## src/sv/nsr_pkg.sv

```systemverilog
package nsr_pkg;

  // Fixed-point format and iteration limits
  localparam int FRAC_BITS  = 16;
  localparam int MAX_STEPS  = 64;
  localparam int RAD_W      = 32;
  localparam int ROOT_W     = 25;
  localparam int TOL_W      = 16;
  localparam int STAT_W     = 2;

  // Iterate and dividend both span the scaled radicand
  localparam int DIV_W      = RAD_W + FRAC_BITS;
  localparam int DCNT_W     = $clog2(DIV_W);
  localparam int STEP_W     = $clog2(MAX_STEPS + 1);

  // Status codes
  localparam logic [STAT_W-1:0] ST_CONVERGED = 2'd0;
  localparam logic [STAT_W-1:0] ST_ZERO      = 2'd1;
  localparam logic [STAT_W-1:0] ST_CAP       = 2'd2;

  typedef enum logic [1:0] {
    S_IDLE,
    S_DIVIDE,
    S_UPDATE
  } nsr_state_t;

endpackage

```

## src/sv/newton_square_root.sv

```systemverilog
// A zero radicand is answered in the cycle after start is taken. Otherwise each Newton
// step runs the one-bit-per-cycle restoring divider over the DIV_W quotient bits, then
// one update and convergence check; a root takes between 1 and 64 steps. A new radicand
// is taken while done is high, as the sequencer is then idle, but none while busy.
// Results appear for one cycle with done high; the receiver cannot stall them.
// Synchronous active-high rst sets tolerance to 7 and returns the sequencer to idle.
module newton_square_root import nsr_pkg::*; (
  input  logic              clk,
  input  logic              rst,
  input  logic              start,
  output logic              busy,
  input  logic [RAD_W-1:0]  radicand,
  input  logic              cfg_valid,
  output logic              cfg_ready,
  input  logic [TOL_W-1:0]  tolerance,
  output logic              done,
  output logic [ROOT_W-1:0] root,
  output logic [STAT_W-1:0] status
);

  localparam logic [DCNT_W-1:0] DCNT_LAST = DCNT_W'(DIV_W - 1);
  localparam logic [STEP_W-1:0] STEP_LAST = STEP_W'(MAX_STEPS - 1);
  localparam logic [DIV_W-1:0]  ROOT_MAX  = DIV_W'((64'd1 << ROOT_W) - 64'd1);

  nsr_state_t        state, state_next;
  logic [TOL_W-1:0]  tol;
  logic [RAD_W-1:0]  rad, rad_next;
  logic [DIV_W-1:0]  x, x_next;
  logic [DIV_W-1:0]  dvd, dvd_next;
  logic [DIV_W:0]    rem, rem_next;
  logic [DCNT_W-1:0] dcnt, dcnt_next;
  logic [STEP_W-1:0] steps, steps_next;
  logic              done_next;
  logic [ROOT_W-1:0] root_next;
  logic [STAT_W-1:0] status_next;

  // Shared datapath terms
  logic [DIV_W:0]    rem_sh, rem_sub;
  logic              q_bit;
  logic [DIV_W:0]    sum;
  logic [DIV_W-1:0]  x_new, diff;
  logic              conv;

  assign busy      = (state != S_IDLE);
  assign cfg_ready = 1'b1;

  // Tolerance register
  always_ff @(posedge clk) begin
    if (rst) begin
      tol <= TOL_W'(7);
    end else if (cfg_valid && cfg_ready) begin
      tol <= tolerance;
    end
  end

  // Divider step, Newton update and convergence check
  always_comb begin
    rem_sh  = {rem[DIV_W-1:0], dvd[DIV_W-1]};
    rem_sub = rem_sh - {1'b0, x};
    q_bit   = (rem_sh >= {1'b0, x});
    sum     = {1'b0, x} + {1'b0, dvd};
    x_new   = sum[DIV_W:1];
    if (x_new == '0) begin
      x_new = DIV_W'(1);
    end
    diff    = (x_new >= x) ? (x_new - x) : (x - x_new);
    conv    = (diff <= {{(DIV_W-TOL_W){1'b0}}, tol});
  end

  // Sequencer
  always_comb begin
    state_next  = state;
    rad_next    = rad;
    x_next      = x;
    dvd_next    = dvd;
    rem_next    = rem;
    dcnt_next   = dcnt;
    steps_next  = steps;
    done_next   = 1'b0;
    root_next   = root;
    status_next = status;
    case (state)
      S_IDLE: begin
        if (start) begin
          if (radicand == '0) begin
            done_next   = 1'b1;
            root_next   = '0;
            status_next = ST_ZERO;
          end else begin
            rad_next   = radicand;
            x_next     = {{FRAC_BITS{1'b0}}, radicand};
            dvd_next   = {radicand, {FRAC_BITS{1'b0}}};
            rem_next   = '0;
            dcnt_next  = '0;
            steps_next = '0;
            state_next = S_DIVIDE;
          end
        end
      end
      S_DIVIDE: begin
        // shift one quotient bit per cycle
        rem_next  = q_bit ? rem_sub : rem_sh;
        dvd_next  = {dvd[DIV_W-2:0], q_bit};
        dcnt_next = dcnt + 1'b1;
        if (dcnt == DCNT_LAST) begin
          state_next = S_UPDATE;
        end
      end
      S_UPDATE: begin
        // dvd now holds the quotient
        x_next     = x_new;
        steps_next = steps + 1'b1;
        if (conv || steps == STEP_LAST) begin
          done_next   = 1'b1;
          root_next   = (x_new > ROOT_MAX) ? ROOT_MAX[ROOT_W-1:0] : x_new[ROOT_W-1:0];
          status_next = conv ? ST_CONVERGED : ST_CAP;
          state_next  = S_IDLE;
        end else begin
          dvd_next   = {rad, {FRAC_BITS{1'b0}}};
          rem_next   = '0;
          dcnt_next  = '0;
          state_next = S_DIVIDE;
        end
      end
      default: begin
        state_next = S_IDLE;
      end
    endcase
  end

  // Control registers
  always_ff @(posedge clk) begin
    if (rst) begin
      state <= S_IDLE;
      done  <= 1'b0;
    end else begin
      state <= state_next;
      done  <= done_next;
    end
  end

  // Payload registers
  always_ff @(posedge clk) begin
    rad    <= rad_next;
    x      <= x_next;
    dvd    <= dvd_next;
    rem    <= rem_next;
    dcnt   <= dcnt_next;
    steps  <= steps_next;
    root   <= root_next;
    status <= status_next;
  end

  // Checks
  a_done_idle: assert property (@(posedge clk) disable iff (rst) done |-> !busy)
    else $error("result beat while sequencer busy");

  a_start_answered: assert property (@(posedge clk) disable iff (rst)
    (start && !busy) |=> (busy || done))
    else $error("accepted radicand neither started nor answered");

  a_zero_root: assert property (@(posedge clk) disable iff (rst)
    (done && status == ST_ZERO) |-> (root == '0))
    else $error("zero radicand gave nonzero root");

  a_status_code: assert property (@(posedge clk) disable iff (rst)
    done |-> (status == ST_CONVERGED || status == ST_ZERO || status == ST_CAP))
    else $error("undefined status code");

endmodule

```

## config.mk

```make
export PLATFORM = sky130hd
export DESIGN_NAME = newton_square_root
export DESIGN_NICKNAME = d
export VERILOG_FILES = /design/src/sv/nsr_pkg.sv /design/src/sv/newton_square_root.sv
export SDC_FILE = /design/constraint.sdc
export NUM_CORES = 1
export LEC_CHECK = 0
export BUFFER_PORTS_ARGS = -buffer_cell sky130_fd_sc_hd__buf_2
export CORE_ASPECT_RATIO = 1.25
export CORE_MARGIN = 1.5
export CORE_UTILIZATION = 53
export DETAILED_ROUTE_END_ITERATION = 8
export PLACE_DENSITY = 0.74
export SLEW_MARGIN = 15
export SYNTH_ARGS = -nofsm -noshare
export SYNTH_HDL_FRONTEND = slang
export SYNTH_SLANG_ARGS = --single-unit
```

## constraint.sdc

```tcl
create_clock -name clk -period 18.8 [get_ports clk]
set_clock_uncertainty 0.15 [all_clocks]
set_input_delay 0.94 -clock clk [delete_from_list [all_inputs] [get_ports clk]]
set_output_delay 0.94 -clock clk [all_outputs]
set_load 0.005 [all_outputs]
```

==> results.md, run 1 <==
- Count of instances resized after the clock tree is built: 0
- Origin of the worst setup path: x[1]$_DFFE_PP_
- Number of global-route vias before repair: between 15000 and 20000
- Proportion of synthesized flip-flops having asynchronous set or reset: 0%
- Cell variety after synth: just over 90
- Total negative slack for setup checks: 0 ps
- Post-detailed-route DRC marker count: 0
- Overall routing resource usage: about 36%
- Routed wire per std cell: about 25 µm
- Max Buffers Root-to-Sink: 3
- Critical path buffer and inverter count: 5
- Hold bufs inserted after CTS: 0
- Number of warning messages in the yosys log: 0
- DRC violation total after the first TritonRoute iteration: 2553
- Data required time of the worst path: 18790 ps
- Proportion of synthesized chip area in sequential cells: 31.29%
- Final Wtd Congestion: 1.035
- Drt first pass iters: 9
- Core Footprint: approximately 41000 µm²
- Average size of a mapped cell: a little under 9 µm²
- Kind of critical path: reg -> reg
- Cell depth of the worst setup path: 40
- Startpoint types: register
- Worst Setup EP: rem[44]$_SDFFCE_PP0P_
- Dominant register cell in the synthesized netlist: sky130_fd_sc_hd__edfxtp_1
- First-pass GRT wire length: about 120 mm
- Final hold viol count: 0
- Cell accounting for the most synthesized area: sky130_fd_sc_hd__edfxtp_1
- Maximum achievable frequency: 87.87 MHz
- Die outline area: 42640 µm²
- Clock transition at the registers of the reported paths: approximately 60 ps
- Number of instances in the synthesized netlist: between 2000 and 3000
- Die extent in x: approximately 180 µm
- Most area-consuming cells after synthesis: sky130_fd_sc_hd__edfxtp_1, sky130_fd_sc_hd__ha_1, sky130_fd_sc_hd__a21oi_1
- Largest net degree at the start of global routing: 82
- Slew Viols, Final: 0
- CP endpoint kind: register
- Slew margin rel.: between 10% and 20%
- Worst-case register-to-register setup slack: approximately 7400 ps
- Initial standard-cell utilization of the core: a little over half
- Clock sink count: about 240
- Reg-to-Reg Start: x[1]$_DFFE_PP_
- Most frequent cells in the layout: sky130_fd_sc_hd__a21oi_1, sky130_fd_sc_hd__nor2_1, sky130_fd_sc_hd__edfxtp_1, sky130_fd_sc_hd__ha_1, sky130_fd_sc_hd__inv_1
- Fillcell total: between 3000 and 4000
- Antenna violations before repair: 0
- Detailed Place HPWL: 61.58 mm
- Avg Vias per Cell: 6.601
- Layout-stage area growth over the synthesis result: 6.957%
- Number of buffers inserted by port buffering: 80
- Share of the clock period used by the worst path after layout: between 60% and 70%
- Total inserted antenna cells: 0
- Clock buffer count from CTS: 26
- Highest fanout seen on the critical path: a little over 80
- Routed vias: between 20000 and 25000
- Global route total overflow: 0
- Layout cell share with drive strength beyond 1: roughly 8.2%
- TritonCTS clock tree: built
- Setup repair bufs after CTS: 0
- RSZ-0062 raised after global routing: false
- CTS root buf: sky130_fd_sc_hd__clkbuf_16
- Most prevalent standard cell on the critical path: sky130_fd_sc_hd__buf_4
- Slowest stage cell on the critical path: sky130_fd_sc_hd__nor4_1
- Transition time at the pin with the least slew margin: between 1000 and 1500 ps
- Final number of setup-violating endpoints: 0
- Class of the tightest hold or removal check: reg -> reg
- Post-detailed-route count of antenna-violating nets: 0
- Number of flops mapped to enable cells by yosys: ~220
- Synth Register Bits: around 240
- Net Count, Synth: approximately 2800
- Clock Latency Late Sink: between 500 and 600 ps
- Most common cell after layout, fill and taps aside: sky130_fd_sc_hd__a21oi_1
- Crit path DAT: 11370 ps
- Wirelength, routed: about 77 mm
- Run status: finished clean
- Vertical die dimension: 230.5 µm
- Post-synthesis instance area: roughly 22000 µm²
- Site Rows: 83
- CTS H-Tree Depth: 1
- Layout net count: 2818
- Portion of synthesized cell area occupied by the leading cell type: between 20 and 30%
- Minimum clock period: roughly 11000 ps
- Capturing point of the worst reg2reg path: rem[44]$_SDFFCE_PP0P_
- Cells on worst reg2reg path: 40
- Slowest Stage Delay on Critical Path: ~1000 ps
- Max-cap violation count: 0
- Ports placed on the boundary: 82
- Top cell family by delay on the critical path: compound AO/OA/AOI/OAI gates
-- how the worst min path moves through the flow --
stage / end / slack, ps / startpoint / cells past startpoint
3_3_place_gp: tol[14]$_SDFFE_PP0P_ / 330 / tol[14]$_SDFFE_PP0P_ / 2
2_1_floorplan: tol[0]$_SDFFE_PP1P_ / 300 / tol[0]$_SDFFE_PP1P_ / 2
4_1_cts: tol[9]$_SDFFE_PP0P_ / 350 / tol[9]$_SDFFE_PP0P_ / 2
3_5_place_dp: tol[9]$_SDFFE_PP0P_ / 330 / tol[9]$_SDFFE_PP0P_ / 2
5_1_grt: tol[1]$_SDFFE_PP1P_ / 370 / tol[1]$_SDFFE_PP1P_ / 2
6_report: tol[9]$_SDFFE_PP0P_ / 350 / tol[9]$_SDFFE_PP0P_ / 2
-- registers in the layout (all words and copies together), names as in the netlist, 6 cells and up --
name	count
rem	48
steps	7
dcnt	6
dvd	48
root	25
tol	16
rad	32
x	48
-- cell usage after synthesis (35+ instances only) --
cell / number
sky130_fd_sc_hd__a211oi_1: 35
sky130_fd_sc_hd__a21o_1: 82
sky130_fd_sc_hd__a21oi_1: 255
sky130_fd_sc_hd__a22oi_1: 37
sky130_fd_sc_hd__a31oi_1: 50
sky130_fd_sc_hd__clkbuf_1: 62
sky130_fd_sc_hd__edfxtp_1: 216
sky130_fd_sc_hd__ha_1: 213
sky130_fd_sc_hd__inv_1: 181
sky130_fd_sc_hd__mux2i_1: 61
sky130_fd_sc_hd__nand2_1: 176
sky130_fd_sc_hd__nand3_1: 46
sky130_fd_sc_hd__nand4_1: 50
sky130_fd_sc_hd__nor2_1: 224
sky130_fd_sc_hd__nor3_1: 42
sky130_fd_sc_hd__o21a_1: 35
sky130_fd_sc_hd__o21ai_0: 133
sky130_fd_sc_hd__o21bai_1: 36
sky130_fd_sc_hd__xnor2_1: 71
sky130_fd_sc_hd__xor2_1: 52
-- final cells by class --
type / instances / area (µm²) / share of cell area, %
Multi-Input combinational cell: 2008 / 13850 / 59.01
Sequential cell: 235 / 6867 / 29.26
Tap cell: 552 / 690.7 / 2.943
Inverter: 183 / 686.9 / 2.927
Clock buffer: 29 / 661.9 / 2.820
Timing Repair Buffer: 95 / 513.0 / 2.186
Clock inverter: 19 / 200.2 / 0.8530
-- routing by layer --
metal  vias up  share of wire (%)  GRT usage (%)
met2      1029                 45          56.46
met4         0                3.9          12.63
met1      9929                 42          49.41
met3       164                9.1          5.348
li1       9480                  -              -
met5         -                  0              0
-- tightest hold or removal path, stage by stage (launching register included) --
cell and delay (ps):
sky130_fd_sc_hd__dfxtp_1 320, sky130_fd_sc_hd__mux2i_1 60, sky130_fd_sc_hd__nor2_1 70
-- per-stage QoR --
step	area [µm²]	std cells	hold slack [ps]	setup WS, ps	util [%]
6_report	23470	3121	346.5	7420	57.36
5_1_grt	23470	3121	370.1	6930	57.36
4_1_cts	23470	3121	347.9	7667	57.35
3_5_place_dp	22600	3073	332.2	7721	55.24
3_3_place_gp	22600	3073	327.2	7995	55.24
2_1_floorplan	21940	2539	298.8	3383	-
-- cell families after synthesis --
logic type / share of synthesized area (%)
muxes: 4.271
other: 0.01709
adders and majority gates: 12.51
xor gates and xnor gates: 4.910
buffers and inverters: 5.850
AOI/OAI and AO/OA: 25.01
DFF: 31.29
and+or+nand+nor: 16.14
Power of run 1 is not shown: default switching activity piles up to over one toggle a cycle in this logic, so the estimate is an artifact.
==> run 2: changes to the inputs <==
PLACE_DENSITY = 0.77   (was 0.74)
clock period = 10.2 ns   (was 18.8 ns; I/O delays follow)
==> run 2 against run 1 <==
  * Worst setup slack worse by 7000 ps
  * Count of clock-buffer cells in the layout up 8
  * Critical path type unchanged
  * Flip-flop and latch count unchanged
  * Wire length up 1.1%
  * Cell area up 0.78%
  * Fmax up 17%
  * Die area unchanged
==> results.md, run 2 (same netlist as run 1, synthesis figures left out) <==
- TritonCTS clock tree: built
- Clock buffer count from CTS: 27 (+3.8%)
- Run status: finished clean
- CTS root buf: sky130_fd_sc_hd__clkbuf_16
- Site Rows: 83 (unchanged)
- Final number of setup-violating endpoints: 0 (unchanged)
- Initial standard-cell utilization of the core: 53.63% (unchanged)
- Antenna violations before repair: 0 (unchanged)
- Largest net degree at the start of global routing: 72 (-12%)
- Highest fanout seen on the critical path: 46 (-43%)
- Startpoint types: register
- Layout net count: 2836 (+0.64%)
- Most frequent cells in the layout: sky130_fd_sc_hd__a21oi_1, sky130_fd_sc_hd__nor2_1, sky130_fd_sc_hd__edfxtp_1, sky130_fd_sc_hd__ha_1, sky130_fd_sc_hd__inv_1
- Worst-case register-to-register setup slack: 440 ps (-6980 ps)
- Transition time at the pin with the least slew margin: 979.5 ps (-220.9 ps)
- Seq. cell area: 6867 µm² (unchanged)
- Core Footprint: 40920 µm² (unchanged)
- Drt first pass iters: 6 (-3)
- Class of the tightest hold or removal check: in -> reg
- Number of buffers inserted by port buffering: 80 (unchanged)
- Max Buffers Root-to-Sink: 3 (unchanged)
- Clock sink count: 235 (unchanged)
- Vertical die dimension: 230.5 µm (unchanged)
- Data required time of the worst path: 10320 ps (-8470 ps)
- Crit path DAT: 9880 ps (-1490 ps)
- Global route total overflow: 0 (unchanged)
- Registers with the most flip-flops: dvd: 48 flops, rem: 48 flops, x: 48 flops
- Detailed Place HPWL: 62.18 mm (+0.96%)
- Share of the clock period used by the worst path after layout: 95.72% (+35 points)
- Final hold viol count: 0 (unchanged)
- Minimum clock period: 9764 ps (-1616 ps)
- Slew Viols, Final: 0 (unchanged)
- Number of global-route vias before repair: 19540 (+1.4%)
- Overall routing resource usage: 35.81% (+0.14 points)
- Final Wtd Congestion: 0.9958 (-3.8%)
- Kind of critical path: reg -> reg
- Post-detailed-route count of antenna-violating nets: 0 (unchanged)
- CP endpoint kind: register
- Fillcell total: 3774 (+0.56%)
- Clock transition at the registers of the reported paths: 60 ps (about the same)
- Total negative slack for setup checks: 0 ps (unchanged)
- Ports placed on the boundary: 82 (unchanged)
- Die extent in x: 185.0 µm (unchanged)
- Multi-input combinational cell area: 13900 µm² (+0.40%)
- Wirelength, routed: 77.71 mm (+1.1%)
- Slowest Stage Delay on Critical Path: 480 ps (-560 ps)
- Avg Vias per Cell: 6.573 (-0.43%)
- Routed vias: 20630 (+0.15%)
- Layout-stage area growth over the synthesis result: 7.789%
- First-pass GRT wire length: 115.6 mm (+0.15%)
- Slowest stage cell on the critical path: sky130_fd_sc_hd__ha_1
- Maximum achievable frequency: 102.4 MHz (+17%)
- Post-detailed-route DRC marker count: 0 (unchanged)
- Die outline area: 42640 µm² (unchanged)
- Most common cell after layout, fill and taps aside: sky130_fd_sc_hd__a21oi_1
- Top cell family by delay on the critical path: compound AO/OA/AOI/OAI gates
- Routed wire per std cell: 24.76 µm (+0.52%)
- Slew margin rel.: 34.70% (+15 points)
- Clock Latency Late Sink: 590 ps (about the same)
- Max-cap violation count: 0 (unchanged)
- DRC violation total after the first TritonRoute iteration: 2174 (-15%)
- CTS H-Tree Depth: 1 (unchanged)
- Layout cell share with drive strength beyond 1: 8.891% (+0.72 points)
- Critical path buffer and inverter count: 3 (-2)
- RSZ-0062 raised after global routing: false
- Total inserted antenna cells: 0 (unchanged)
-- run 2: final timing paths --
| path | from | to | cells past startpoint |
|---|---|---|---|
| max | dvd[20]$_DFFE_PP_ | rem[42]$_SDFFCE_PP0P_ | 39 |
| min reg2reg | tol[14]$_SDFFE_PP0P_ | tol[14]$_SDFFE_PP0P_ | 2 |
| min | tolerance[12] | tol[12]$_SDFFE_PP0P_ | 3 |
| max reg2reg | dvd[20]$_DFFE_PP_ | rem[42]$_SDFFCE_PP0P_ | 39 |
-- run 2: final cells by class --
type | instances | share of cell area, %
multi-input combinational | 2008 | 58.79
sequential | 235 | 29.03
clock buffer | 37 | 3.238
tap | 552 | 2.920
inverter | 183 | 2.904
timing repair buffer | 112 | 2.825
clock inverter | 12 | 0.2910
-- run 2: layer usage --
layer  GRT usage [%]  up-vias  wire length, µm
li1                -     9500                -
met1           47.98     9941            32080
met2           57.98     1010            35410
met3           5.269      181             6752
met4           14.08        0             3462
met5               0        -                0
-- run 2: timing repair --
action / CTS / global route
hold endpoints to repair: 1 / 0
resized for setup: 0 / 9
hold buffers: 1 / 0
endpoints found under the setup margin: 0 / 129
buffers inserted: 0 / 2
-- run 2: worst min-delay path, stage by stage --
cell	delay, ps
sky130_fd_sc_hd__buf_2	80
sky130_fd_sc_hd__mux2i_1	50
sky130_fd_sc_hd__nor2_1	70
-- run 2: per-stage QoR --
stage / util (%) / setup slack, ps / instance area [µm²] / hold WS (ps) / std cells
2_1_floorplan: - / 17.56 / 21960 / 298.8 / 2539
3_3_place_gp: 55.57 / 431.7 / 22740 / 325.5 / 3087
3_5_place_dp: 55.57 / 184.7 / 22740 / 331.2 / 3087
4_1_cts: 57.63 / 106.9 / 23580 / 0.2663 / 3137
5_1_grt: 57.80 / 1.670 / 23650 / 12.48 / 3139
6_report: 57.80 / 436.1 / 23650 / 15.19 / 3139
Power of run 2 is left out for the same reason.
